### src/hw/rtl/rms_normalization_unit_defines.svh
// Assertion macros shared by the RMS normalisation unit.
// Included by the modules that carry concurrent assertions.
`ifndef RMS_NORMALIZATION_UNIT_DEFINES_SVH
`define RMS_NORMALIZATION_UNIT_DEFINES_SVH

// Same-cycle implication, disabled during reset
`define RMSN_ASSERT_NOW(label, clk, rst_n, ante, cons) \
    label: assert property (@(posedge clk) disable iff (!rst_n) (ante) |-> (cons)) \
        else $error("rmsn: same-cycle check failed");

// Next-cycle implication, disabled during reset
`define RMSN_ASSERT_NEXT(label, clk, rst_n, ante, cons) \
    label: assert property (@(posedge clk) disable iff (!rst_n) (ante) |=> (cons)) \
        else $error("rmsn: next-cycle check failed");

`endif

### src/hw/rtl/rmsn_pkg.sv
// Shared types and constants of the RMS normalisation unit.
// No dependencies; used by the controller, datapath and top level.
package rmsn_pkg;

    localparam int unsigned DATA_W    = 32;
    localparam int unsigned SUM_W     = 64;
    localparam int unsigned DCNT_W    = 7;
    localparam logic [31:0] EPS_RESET = 32'd42950;

    // Controller commands to the datapath
    typedef struct packed {
        logic take_load;
        logic take_fetch;
        logic sq_mul;
        logic sq_acc;
        logic div_init;
        logic div_step;
        logic eps_add;
        logic sq_init;
        logic sq_step;
        logic finish;
        logic f_mul1;
        logic f_sat;
        logic f_mul2;
        logic out_load;
    } t_cmd;

    // Datapath status to the controller
    typedef struct packed {
        logic fetch_ok;
        logic last_flag;
        logic div_done;
        logic sq_done;
    } t_sts;

endpackage

### src/hw/rtl/rmsn_ctrl.sv
// Sequencing state machine of the RMS normalisation unit.
// Depends on rmsn_pkg and rms_normalization_unit_defines.svh.
`include "rms_normalization_unit_defines.svh"
module rmsn_ctrl (
    input  logic          i_clk,
    input  logic          i_rst_n,
    input  logic          i_in_valid,
    input  logic          i_in_req_type,
    output logic          o_in_ready,
    output logic          o_out_valid,
    input  logic          i_out_ready,
    input  rmsn_pkg::t_sts i_sts,
    output rmsn_pkg::t_cmd o_cmd
);
    import rmsn_pkg::*;

    typedef enum logic [13:0] {
        S_IDLE    = 14'b00000000000001,
        S_LD_MUL  = 14'b00000000000010,
        S_LD_ACC  = 14'b00000000000100,
        S_DIV_INI = 14'b00000000001000,
        S_DIV     = 14'b00000000010000,
        S_EPS     = 14'b00000000100000,
        S_DIV2    = 14'b00000001000000,
        S_SQ_INI  = 14'b00000010000000,
        S_SQRT    = 14'b00000100000000,
        S_FIN     = 14'b00001000000000,
        S_F_MUL1  = 14'b00010000000000,
        S_F_SAT   = 14'b00100000000000,
        S_F_MUL2  = 14'b01000000000000,
        S_F_OUT   = 14'b10000000000000
    } t_state;

    t_state r_state, n_state;
    logic   r_ovalid, n_ovalid;
    logic   in_acc;

    assign o_in_ready  = (r_state == S_IDLE);
    assign o_out_valid = r_ovalid;
    assign in_acc      = i_in_valid && o_in_ready;

    // Next state and commands
    always_comb begin
        n_state  = r_state;
        o_cmd    = '0;
        n_ovalid = r_ovalid && !i_out_ready;
        unique case (r_state)
            S_IDLE: begin
                if (in_acc) begin
                    if (!i_in_req_type) begin
                        o_cmd.take_load = 1'b1;
                        n_state = S_LD_MUL;
                    end else begin
                        o_cmd.take_fetch = 1'b1;
                        n_state = i_sts.fetch_ok ? S_F_MUL1 : S_F_OUT;
                    end
                end
            end
            S_LD_MUL: begin
                o_cmd.sq_mul = 1'b1;
                n_state = S_LD_ACC;
            end
            S_LD_ACC: begin
                o_cmd.sq_acc = 1'b1;
                n_state = i_sts.last_flag ? S_DIV_INI : S_IDLE;
            end
            S_DIV_INI: begin
                o_cmd.div_init = 1'b1;
                n_state = S_DIV;
            end
            S_DIV: begin
                if (i_sts.div_done) begin
                    n_state = S_EPS;
                end else begin
                    o_cmd.div_step = 1'b1;
                end
            end
            S_EPS: begin
                o_cmd.eps_add = 1'b1;
                n_state = S_DIV2;
            end
            S_DIV2: begin
                if (i_sts.div_done) begin
                    n_state = S_SQ_INI;
                end else begin
                    o_cmd.div_step = 1'b1;
                end
            end
            S_SQ_INI: begin
                o_cmd.sq_init = 1'b1;
                n_state = S_SQRT;
            end
            S_SQRT: begin
                if (i_sts.sq_done) begin
                    n_state = S_FIN;
                end else begin
                    o_cmd.sq_step = 1'b1;
                end
            end
            S_FIN: begin
                o_cmd.finish = 1'b1;
                n_state = S_IDLE;
            end
            S_F_MUL1: begin
                o_cmd.f_mul1 = 1'b1;
                n_state = S_F_SAT;
            end
            S_F_SAT: begin
                o_cmd.f_sat = 1'b1;
                n_state = S_F_MUL2;
            end
            S_F_MUL2: begin
                o_cmd.f_mul2 = 1'b1;
                n_state = S_F_OUT;
            end
            S_F_OUT: begin
                // hold until the output register is free
                if (!r_ovalid || i_out_ready) begin
                    o_cmd.out_load = 1'b1;
                    n_ovalid = 1'b1;
                    n_state = S_IDLE;
                end
            end
            default: n_state = S_IDLE;
        endcase
    end

    // State and output valid registers
    always_ff @(posedge i_clk) begin
        if (!i_rst_n) begin
            r_state  <= S_IDLE;
            r_ovalid <= 1'b0;
        end else begin
            r_state  <= n_state;
            r_ovalid <= n_ovalid;
        end
    end

    `RMSN_ASSERT_NEXT(a_busy_after_take, i_clk, i_rst_n, in_acc, r_state != S_IDLE)
    `RMSN_ASSERT_NEXT(a_hold_waiting, i_clk, i_rst_n,
        (r_state == S_F_OUT) && r_ovalid && !i_out_ready, r_state == S_F_OUT)
    `RMSN_ASSERT_NOW(a_no_step_when_done, i_clk, i_rst_n, o_cmd.div_step, !i_sts.div_done)
endmodule

### config.mk
export PLATFORM = sky130hd
export DESIGN_NAME = rmsn_ctrl
export DESIGN_NICKNAME = d
export VERILOG_FILES = /design/src/hw/rtl/rmsn_pkg.sv /design/src/hw/rtl/rmsn_ctrl.sv
export VERILOG_INCLUDE_DIRS = /design/src /design/src/hw/rtl
export SDC_FILE = /design/constraint.sdc
export NUM_CORES = 1
export LEC_CHECK = 0
export BUFFER_PORTS_ARGS = -buffer_cell sky130_fd_sc_hd__buf_2
export CORE_MARGIN = 2
export CORE_UTILIZATION = 52
export DETAILED_ROUTE_END_ITERATION = 10
export PLACE_DENSITY = 0.88
export SLEW_MARGIN = 20
export SYNTH_ARGS = -nofsm -noshare
export SYNTH_HDL_FRONTEND = slang
export SYNTH_SLANG_ARGS = --single-unit
### constraint.sdc
create_clock -name i_clk -period 2.4 [get_ports i_clk]
set_input_delay 0.48 -clock i_clk [delete_from_list [all_inputs] [get_ports i_clk]]
set_output_delay 0.48 -clock i_clk [all_outputs]
set_load 0.02 [all_outputs]
==> flow_summary.ini, run 1 <==
[die]
core_um2 = 1900
fp.dieW_um = 48.4
initial_core_util_pct = 53.8
die-area_um2 = 2340
rows = 16
io_pins = 25
die_h_um = 48.4

[critical_path]
crit_start = r_state[0]
criticalPathCategory = reg2out
start_kind = flop
required_ps = 1920
endpoint = o_cmd[5]
r2r_slack_ps = 380
r2r_end = r_state[7]
r2r-start = r_state[13]
endpoint_kind = output port
worstPathMaxFanout = 7
critPathArrivalTime_ps = 1910
worstRegToRegCells = 4

[synthesis]
yosysTopAreaCell = dfxtp_1
async_flop_share_pct = 0
syn_area_um2 = 1020
synth_cell_types = 44
yosysMostFrequentCell = dfxtp_1
synth_edf_count = 0
netlist_instances = 121
synth-warning-count = 0
synth_area_leaders = dfxtp_1 (29%), nor4_2 (4.9%), nor2_1 (4.8%)
synth.top_cell.area_share_pct = 29.3
seq_area_frac_synth_pct = 29.3
synth_top_flop_cell = dfxtp_1
ys_ff_latch = 15
syn_avg_cell_area_um2 = 8.46
yosys-top-cells-count = dfxtp_1 (15), nor2_1 (13), inv_1 (8)
synth_nets = 130

[sta]
maxSlewViolCount = 0
rsz0062_at_grt = yes
final.period_utilization_pct = 99.5
hold_viol = 0
fin_worst_skew_ps = 1.35
layout_min_cycle_time_ps = 2390
slew_headroom_pct = 61.1
worst_pin_slew_ps = 569
tns_ps = 0
setup_viol = 0
fmax_mhz = 419

[placed_design]
place_inst = 166
hpwlAfterDp_mm = 1.86
routabilityCongestion = 0.901
io_buffers = 24

[power_and_ir_drop]
powerDensity_nw_per_um2 = 478
leakage_nw = 0.556
vdd_drop_max_v = 0.000289

[global_route]
grt_pass1_wl_mm = 4.04
gr-usage-all-layers_pct = 22.3
grt_pass1_vias = 905
overflow = 0
grt_max_degree = 11
antenna_found_initial = 0

[clocking]
clockRootBuffer = clkbuf_4
cts-htree-levels = 1
clkSlewWorstSetupHoldPaths_ps = 90
clock_latency_ps = 290
clockBufferDepth = 2
cts-buffers-inserted = 3
cts_tree = yes
cts.sinks = 15

[run_status]
status = complete, no violations

[hold_path]
worstHoldPathType = in2reg

[finish]
fin_nets = 161
fin_util_pct = 69.3
stdcell_count = 178
syn_to_final_growth_pct = 28.7
diodes = 0
drive_above_1_share_pct = 43.0

[drt]
wl_per_cell_um = 15.7
wl_mm = 2.79
drcViolationCount = 0
routed-via-count = 1083
drt_first_iter_violations = 39
vias_per_cell = 6.08
antenna_left = 0
firstDrtPassIters = 4

[job]
drv_cap = 0
registers in the layout, indices dropped and copies added (netlist names):
| register | cells |
|---|---|
| o_out_valid | 1 |
| r_state | 14 |
cell families after synthesis:
kind of cell | synth area share (%)
compound gates | 12.8
xor+xnor | 3.42
buf+inv | 7.82
flops | 29.3
simple gates | 46.6
power breakdown:
part	switching, mW	internal (mW)
sequential	0.0210	0.257
combinational	0.113	0.0858
clock	0.0889	0.0648
layout make-up:
class / instances / area [µm²]
clock buffer: 4 / 26.3
fill: 147 / 584
inverter: 8 / 30.0
multi-input combinational: 89 / 708
sequential: 15 / 309
tap: 27 / 33.8
timing repair buffer: 35 / 210
critical path: stages, from the launching register on:
cell and delay [ps]:
dfxtp_2 380, nor4_4 410, and3b_2 310, nand3_4 90, nor4_4 230, buf_4 180
layer usage:
layer / vias to the layer above / share of wire (%) / routed length (µm) / GRT usage, %
li1: 508 / - / - / -
met1: 509 / 41 / 1140 / 27.1
met2: 54 / 48 / 1340 / 37.0
met3: 12 / 6.9 / 192 / 4.01
met4: 0 / 4.3 / 121 / 12.9
met5: - / 0 / 0 / 0
cells in the final DEF, fill, tap and decap left out, types with 4 or more instances in the layout:
cell type and n:
dfxtp_2 4, nand3_1 4, nor4_2 5, buf_2 21
and3_1 5, nor2b_1 5, buf_4 14, nor2_1 12
dfxtp_1 10, nor4b_1 5, inv_1 7
timing repair:
action	4_1_cts	5_1_grt
resized for setup	4	18
buffers inserted	2	6
pin swaps	1	6
hold buffers	0	0
endpoints found under the setup margin	4	10
worst min-delay path by stage:
stage	start	cells past startpoint	endpoint	slack, ps
final	i_in_req_type	2	r_state[1]	400
after global routing	i_in_req_type	2	r_state[1]	390
after CTS	i_in_req_type	2	r_state[1]	400
after detailed placement	o_out_valid	2	o_out_valid	530
after global placement	o_out_valid	2	o_out_valid	510
after floorplan	r_state[12]	3	r_state[5]	540
metrics by stage:
stage / instance area [µm²] / power [mW] / hold WS (ps) / worst slack [ps]
after detailed placement: 1150 / 0.448 / 531 / 273
final: 1320 / 0.630 / 395 / 10.9
after CTS: 1210 / 0.601 / 402 / 7.45
after global routing: 1320 / 0.664 / 391 / -90.5
after global placement: 1150 / 0.445 / 513 / 359
after floorplan: 1020 / 0.401 / 542 / 221
Power figures use the tool's default switching activity.
==> inputs of run 2 (changes only) <==
CTS_CLUSTER_DIAMETER = 60   (was not set)
REMOVE_ABC_BUFFERS = 1   (was not set)
==> run 2 against run 1 <==
- critical path depth is the same
- die area is the same
- count of clock-buffer cells in the layout shrank 1
- combinational power grew 19%
- utilization grew 3.0 points
- hold slack gained 21 ps
- final cell count grew 3.4%
- cell area grew 4.3%
- non-clock buffer count grew 6
- clock skew grew 10 ps
- wire length grew 11%
- critical path type unchanged
- largest cell class unchanged
==> flow_summary.ini, run 2 (synthesis gave the netlist of run 1 again) <==
[run_status]
status = complete, no violations

[clocking]
cts_tree = yes
cts-buffers-inserted = 3
clockBufferDepth = 2
ctsHoldBuffers = 0
clkSlewWorstSetupHoldPaths_ps = 110
cts-htree-levels = 1
clockRootBuffer = clkbuf_4
clock_latency_ps = 310
cts.sinks = 15

[finish]
final-seq-area_um2 = 310
regMostFlops = r_state
syn_to_final_growth_pct = 34.2
multi_input_area_um2 = 714
drive_above_1_share_pct = 44.6
final_common_cell = buf_4
fill_cells = 130
diodes = 0
fin_nets = 167
largest_reg_flops = 14
layout_common_cells = buf_4 (21), buf_2 (20), nor2_1 (13)

[critical_path]
criticalPathCategory = reg2out
r2r_end = r_state[7]
cp_slowest_stage_delay_ps = 430
r2r_slack_ps = 320
worstPathMaxFanout = 8
critPathArrivalTime_ps = 1920
endpoint_kind = output port
start_kind = flop
crit_chain = nor3_4 -> nand3_1 -> buf_4 -> nor2b_2 -> buf_2
required_ps = 1920
r2r-start = r_state[7]
endpoint = o_cmd[10]
crit_slowest_cell = dfxtp_1
crit_start = r_state[8]
worstRegToRegCells = 8

[global_route]
gr-usage-all-layers_pct = 25.4
grt_pass1_wl_mm = 4.63
overflow = 0
antenna_found_initial = 0
grt_pass1_vias = 1061
grt_max_degree = 11

[drt]
wl_mm = 3.09
vias_per_cell = 6.22
antenna_left = 0
drt_first_iter_violations = 60
firstDrtPassIters = 4
routed-via-count = 1144
drcViolationCount = 0
wl_per_cell_um = 16.8

[die]
io_pins = 25
fp.dieW_um = 48.4
core_um2 = 1900
die_h_um = 48.4
initial_core_util_pct = 53.8
rows = 16
die-area_um2 = 2340

[job]
drv_cap = 0

[power_and_ir_drop]
finalPower_uw = 673
leakage_nw = 0.592
vdd_drop_max_v = 0.000287
powerDensity_nw_per_um2 = 490

[placed_design]
hpwlAfterDp_mm = 2.00
io_buffers = 24
routabilityCongestion = 0.904

[sta]
layout_min_cycle_time_ps = 2400
rsz0062_at_grt = yes
worst_pin_slew_ps = 590
fin_worst_skew_ps = 11.7
final.period_utilization_pct = 99.9
setup_viol = 0
maxSlewViolCount = 0
slew_headroom_pct = 59.6
hold_viol = 0
tns_ps = 0
fmax_mhz = 417

[hold_path]
worstHoldPathType = in2reg
[run 2: worst min path at each step]
stage                  startpoint          end  slack, ps  cells after the start
global route        i_in_req_type   r_state[1]        420                      2
finish              i_in_req_type   r_state[1]        420                      2
global placement      o_out_valid  o_out_valid        520                      2
floorplan             r_state[10]  r_state[11]        530                      2
CTS                 i_in_req_type   r_state[1]        390                      2
detailed placement    o_out_valid  o_out_valid        530                      2
[run 2: per-stage QoR]
stage	cell area [µm²]	cells	util, %	hold slack, ps	worst slack [ps]
after floorplan	973	112	-	534	226
after global placement	1170	169	61.6	519	357
after detailed placement	1170	169	61.6	532	239
after CTS	1250	178	66.0	393	0.746
after global routing	1370	184	72.2	416	-94.2
final	1370	184	72.2	416	1.87
[run 2: critical path, delay by kind of cell, from the launching register on]
family / cells / cell delay (ps)
buf+inv: 2 / 400
flops: 1 / 430
simple gates: 3 / 770
[run 2: power by group]
part | internal, mW | switching (mW) | total, mW
sequential | 0.259 | 0.0193 | 0.278
clock | 0.0623 | 0.0968 | 0.159
combinational | 0.104 | 0.133 | 0.237
[run 2: final cells by class]
type	count	area share, %
sequential	15	22.6
multi-input combinational	89	52.0
tap	27	2.46
timing repair buffer	41	18.8
clock buffer	3	1.64
clock inverter	1	0.364
inverter	8	2.19
[run 2: per-layer routing]
layer  track usage, %  up-vias  part of all wire [%]
li1                 -      521                     -
met1             27.9      533                    38
met2             44.4       77                    49
met3             5.86       13                   8.3
met4             15.7        0                   3.8
met5                0        -                     0
[run 2: what timing repair did]
item / 4_1_cts / 5_1_grt
cloned: 0 / 0
setup endpoints to repair: 5 / 8
resized for setup: 6 / 17
endpoints found under the hold margin: 0 / 0
setup buffers: 5 / 6
pin swaps: 4 / 7
==> inputs of run 3 (changes only) <==
SETUP_SLACK_MARGIN = 0.4   (was not set)
==> run 3 against run 2 <==
- synthesized cell count did not move
- area after synthesis did not move
- the flow now stops in global routing
==> flow_summary.ini, run 3 <==
[run_status]
status = aborted with a tool error
haltStage = global routing
error = [ERROR DPL-0033] detailed placement checks failed during check placement.

[die]
fp.dieW_um = 48.4
die_h_um = 48.4
io_pins = 25
initial_core_util_pct = 53.8
rows = 16

[synthesis]
synth_edf_count = 0
async_flop_share_pct = 0
ys_ff_latch = 15
synth_area_leaders = dfxtp_1 (29%), nor4_2 (4.9%), nor2_1 (4.8%)
synth-warning-count = 0
yosysMostFrequentCell = dfxtp_1
synth_top_flop_cell = dfxtp_1
syn_avg_cell_area_um2 = 8.46
synth_top_family_by_area = simple AND/OR/NAND/NOR gates
yosysTopAreaCell = dfxtp_1
seq_area_frac_synth_pct = 29.3
yosys-top-cells-count = dfxtp_1 (15), nor2_1 (13), inv_1 (8)
synth_xor_area_share_pct = 3.42
synthAdderAreaFrac_pct = 0
syn_area_um2 = 1020
synth.top_cell.area_share_pct = 29.3
synth_cell_types = 44
synth_compound_area_share_pct = 12.8
netlist_instances = 121
synthMuxAreaShare_pct = 0
yosys.area_share.simple_pct = 46.6

[clocking]
cts.sinks = 15
cts-buffers-inserted = 3
clockBufferDepth = 2
clockRootBuffer = clkbuf_4
ctsHoldBuffers = 0
cts-htree-levels = 1

[placed_design]
place_ws_ps = 239
hpwlAfterDp_mm = 2.00
io_buffers = 24
routabilityCongestion = 0.904

[global_route]
antenna_found_initial = 0
grt_max_degree = 11

[sta]
endpoint_type = top-level output
postGrtWorstEndpoint = o_cmd[5]
## run 3: cell counts after synthesis
No cell type changed its count.
## run 3: cell families after synthesis
group | Yosys count
compound gates | 18
xor+xnor | 4
simple gates | 67
buf+inv | 17
flops | 15
## run 3: through the flow
stage | cell area, µm² | util [%] | std cells
3_5_place_dp | 1170 | 61.6 | 169
3_3_place_gp | 1170 | 61.6 | 169
4_1_cts | 1700 | 89.3 | 204
2_1_floorplan | 973 | - | 112
## run 3: what timing repair did
item	in CTS
gates resized for setup	65
setup endpoints to repair	15
pin swaps	13
setup buffers	31
==> inputs of run 4 (changes only) <==
CORE_AREA = 2 2 63 65   (was not set)
CORE_MARGIN = not set   (was 2)
CORE_UTILIZATION = not set   (was 52)
CTS_CLUSTER_DIAMETER = not set   (was 60)
DIE_AREA = 0 0 65 67   (was not set)
PLACE_DENSITY = not set   (was 0.88)
PLACE_DENSITY_LB_ADDON = 0.15   (was not set)
SETUP_SLACK_MARGIN = not set   (was 0.4)
==> run 4 against run 3 <==
- the flow now finishes without violations
==> flow_summary.ini, run 4 (synthesis gave the netlist of run 1 again) <==
[sta]
fin_ws_ps = 104
hold_viol = 0
rsz0062_at_grt = no
final.period_utilization_pct = 95.7
layout_min_cycle_time_ps = 2300
worst_pin_slew_ps = 619
fmax_mhz = 435
maxSlewViolCount = 0
tns_ps = 0
slew_headroom_pct = 57.6
fin_worst_skew_ps = 5.41
setup_viol = 0

[global_route]
antenna_found_initial = 0
grt_pass1_wl_mm = 4.31
grt_pass1_vias = 933
overflow = 0
grt_max_degree = 11
gr-usage-all-layers_pct = 13.2

[critical_path]
endpoint_kind = output port
criticalPathCategory = reg2out
r2r_slack_ps = 470
required_ps = 1920
start_kind = flop
worstPathMaxFanout = 7
critPathArrivalTime_ps = 1820

[finish]
fill_cells = 397
layout_common_cells = buf_2 (23), nor2_1 (13), buf_4 (11)
final_common_cell = buf_2
final-seq-area_um2 = 308
fin_nets = 160
drive_above_1_share_pct = 40.0
syn_to_final_growth_pct = 28.7
diodes = 0
regMostFlops = r_state
stdcell_area_um2 = 1320
fin_util_pct = 36.5
multi_input_area_um2 = 677
largest_reg_flops = 14

[drt]
routed-via-count = 1016
vias_per_cell = 5.13
wl_per_cell_um = 13.7
drt_first_iter_violations = 24
drcViolationCount = 0
wl_mm = 2.72
antenna_left = 0
firstDrtPassIters = 4

[clocking]
clock_latency_ps = 250
ctsHoldBuffers = 0
cts-htree-levels = 1
clockRootBuffer = clkbuf_8
cts-buffers-inserted = 3
clockBufferDepth = 2
cts_tree = yes
clkSlewWorstSetupHoldPaths_ps = 60
cts.sinks = 15

[die]
initial_core_util_pct = 28.4
die_h_um = 67
rows = 22
io_pins = 25
die-area_um2 = 4360
fp.dieW_um = 65
core_um2 = 3610

[power_and_ir_drop]
seqPwrFrac_pct = 41.2
powerDensity_nw_per_um2 = 508
p_sw_share_pct = 32.3
finalPower_uw = 670
vdd_drop_max_v = 0.000239
pwr-share-clk_pct = 31.0
intPower_uw = 453
leakage_nw = 0.549
netSwitchingPower_uw = 217
combPwrFrac_pct = 27.7

[hold_path]
worstHoldPathType = in2reg

[placed_design]
routabilityCongestion = 0.887
hpwlAfterDp_mm = 2.07
place_ws_ps = 225
placed_cell_area_um2 = 1190
io_buffers = 24

[job]
drv_cap = 0

[run_status]
status = complete, no violations
## run 4: metrics by stage
stage | hold WS, ps | std cells
floorplan | 534 | 112
global placement | 521 | 189
detailed placement | 531 | 189
CTS | 462 | 195
global route | 453 | 198
finish | 457 | 198
## run 4: final cells by class
type / count / share of cell area [%]
clock buffer: 4 / 3.42
inverter: 8 / 2.28
multi-input combinational: 89 / 51.4
sequential: 15 / 23.4
tap: 48 / 4.56
timing repair buffer: 34 / 15.0
## run 4: worst max-delay path, stage by stage, from the launching register on
cell and delay, ps:
dfxtp_2 360, nor4_4 390, nand3_1 200, buf_4 200, nor2b_1 210, buf_2 210
## run 4: repair_timing
| action | CTS | global route |
|---|---|---|
| pin swaps | 4 | 4 |
| buffers inserted | 2 | 3 |
| endpoints found under the setup margin | 4 | 7 |
| gates resized for setup | 5 | 8 |
## run 4: path summary, 6_finish.rpt
| path | to | startpoint | cells after the start |
|---|---|---|---|
| worst min-delay path | r_state[1] | i_in_req_type | 2 |
| worst min register to register | o_out_valid | o_out_valid | 2 |
| worst max-delay path | o_cmd[10] | r_state[5] | 5 |
| worst max register to register | r_state[7] | r_state[7] | 6 |
## run 4: routing by layer
metal,vias to the layer above,track usage (%),part of all wire [%]
met5,-,0,0
met4,0,5.05,1.0
met3,4,3.38,5.6
met2,26,21.4,46
met1,485,16.6,48
li1,501,-,-
## run 4: power by group through the flow
stage	combinational [mW]	clock, mW	sequential (mW)
after detailed placement	0.171	0	0.279
after global routing	0.204	0.231	0.277
after CTS	0.176	0.217	0.275
after global placement	0.172	0	0.279
after floorplan	0.118	0	0.278
final	0.186	0.208	0.276
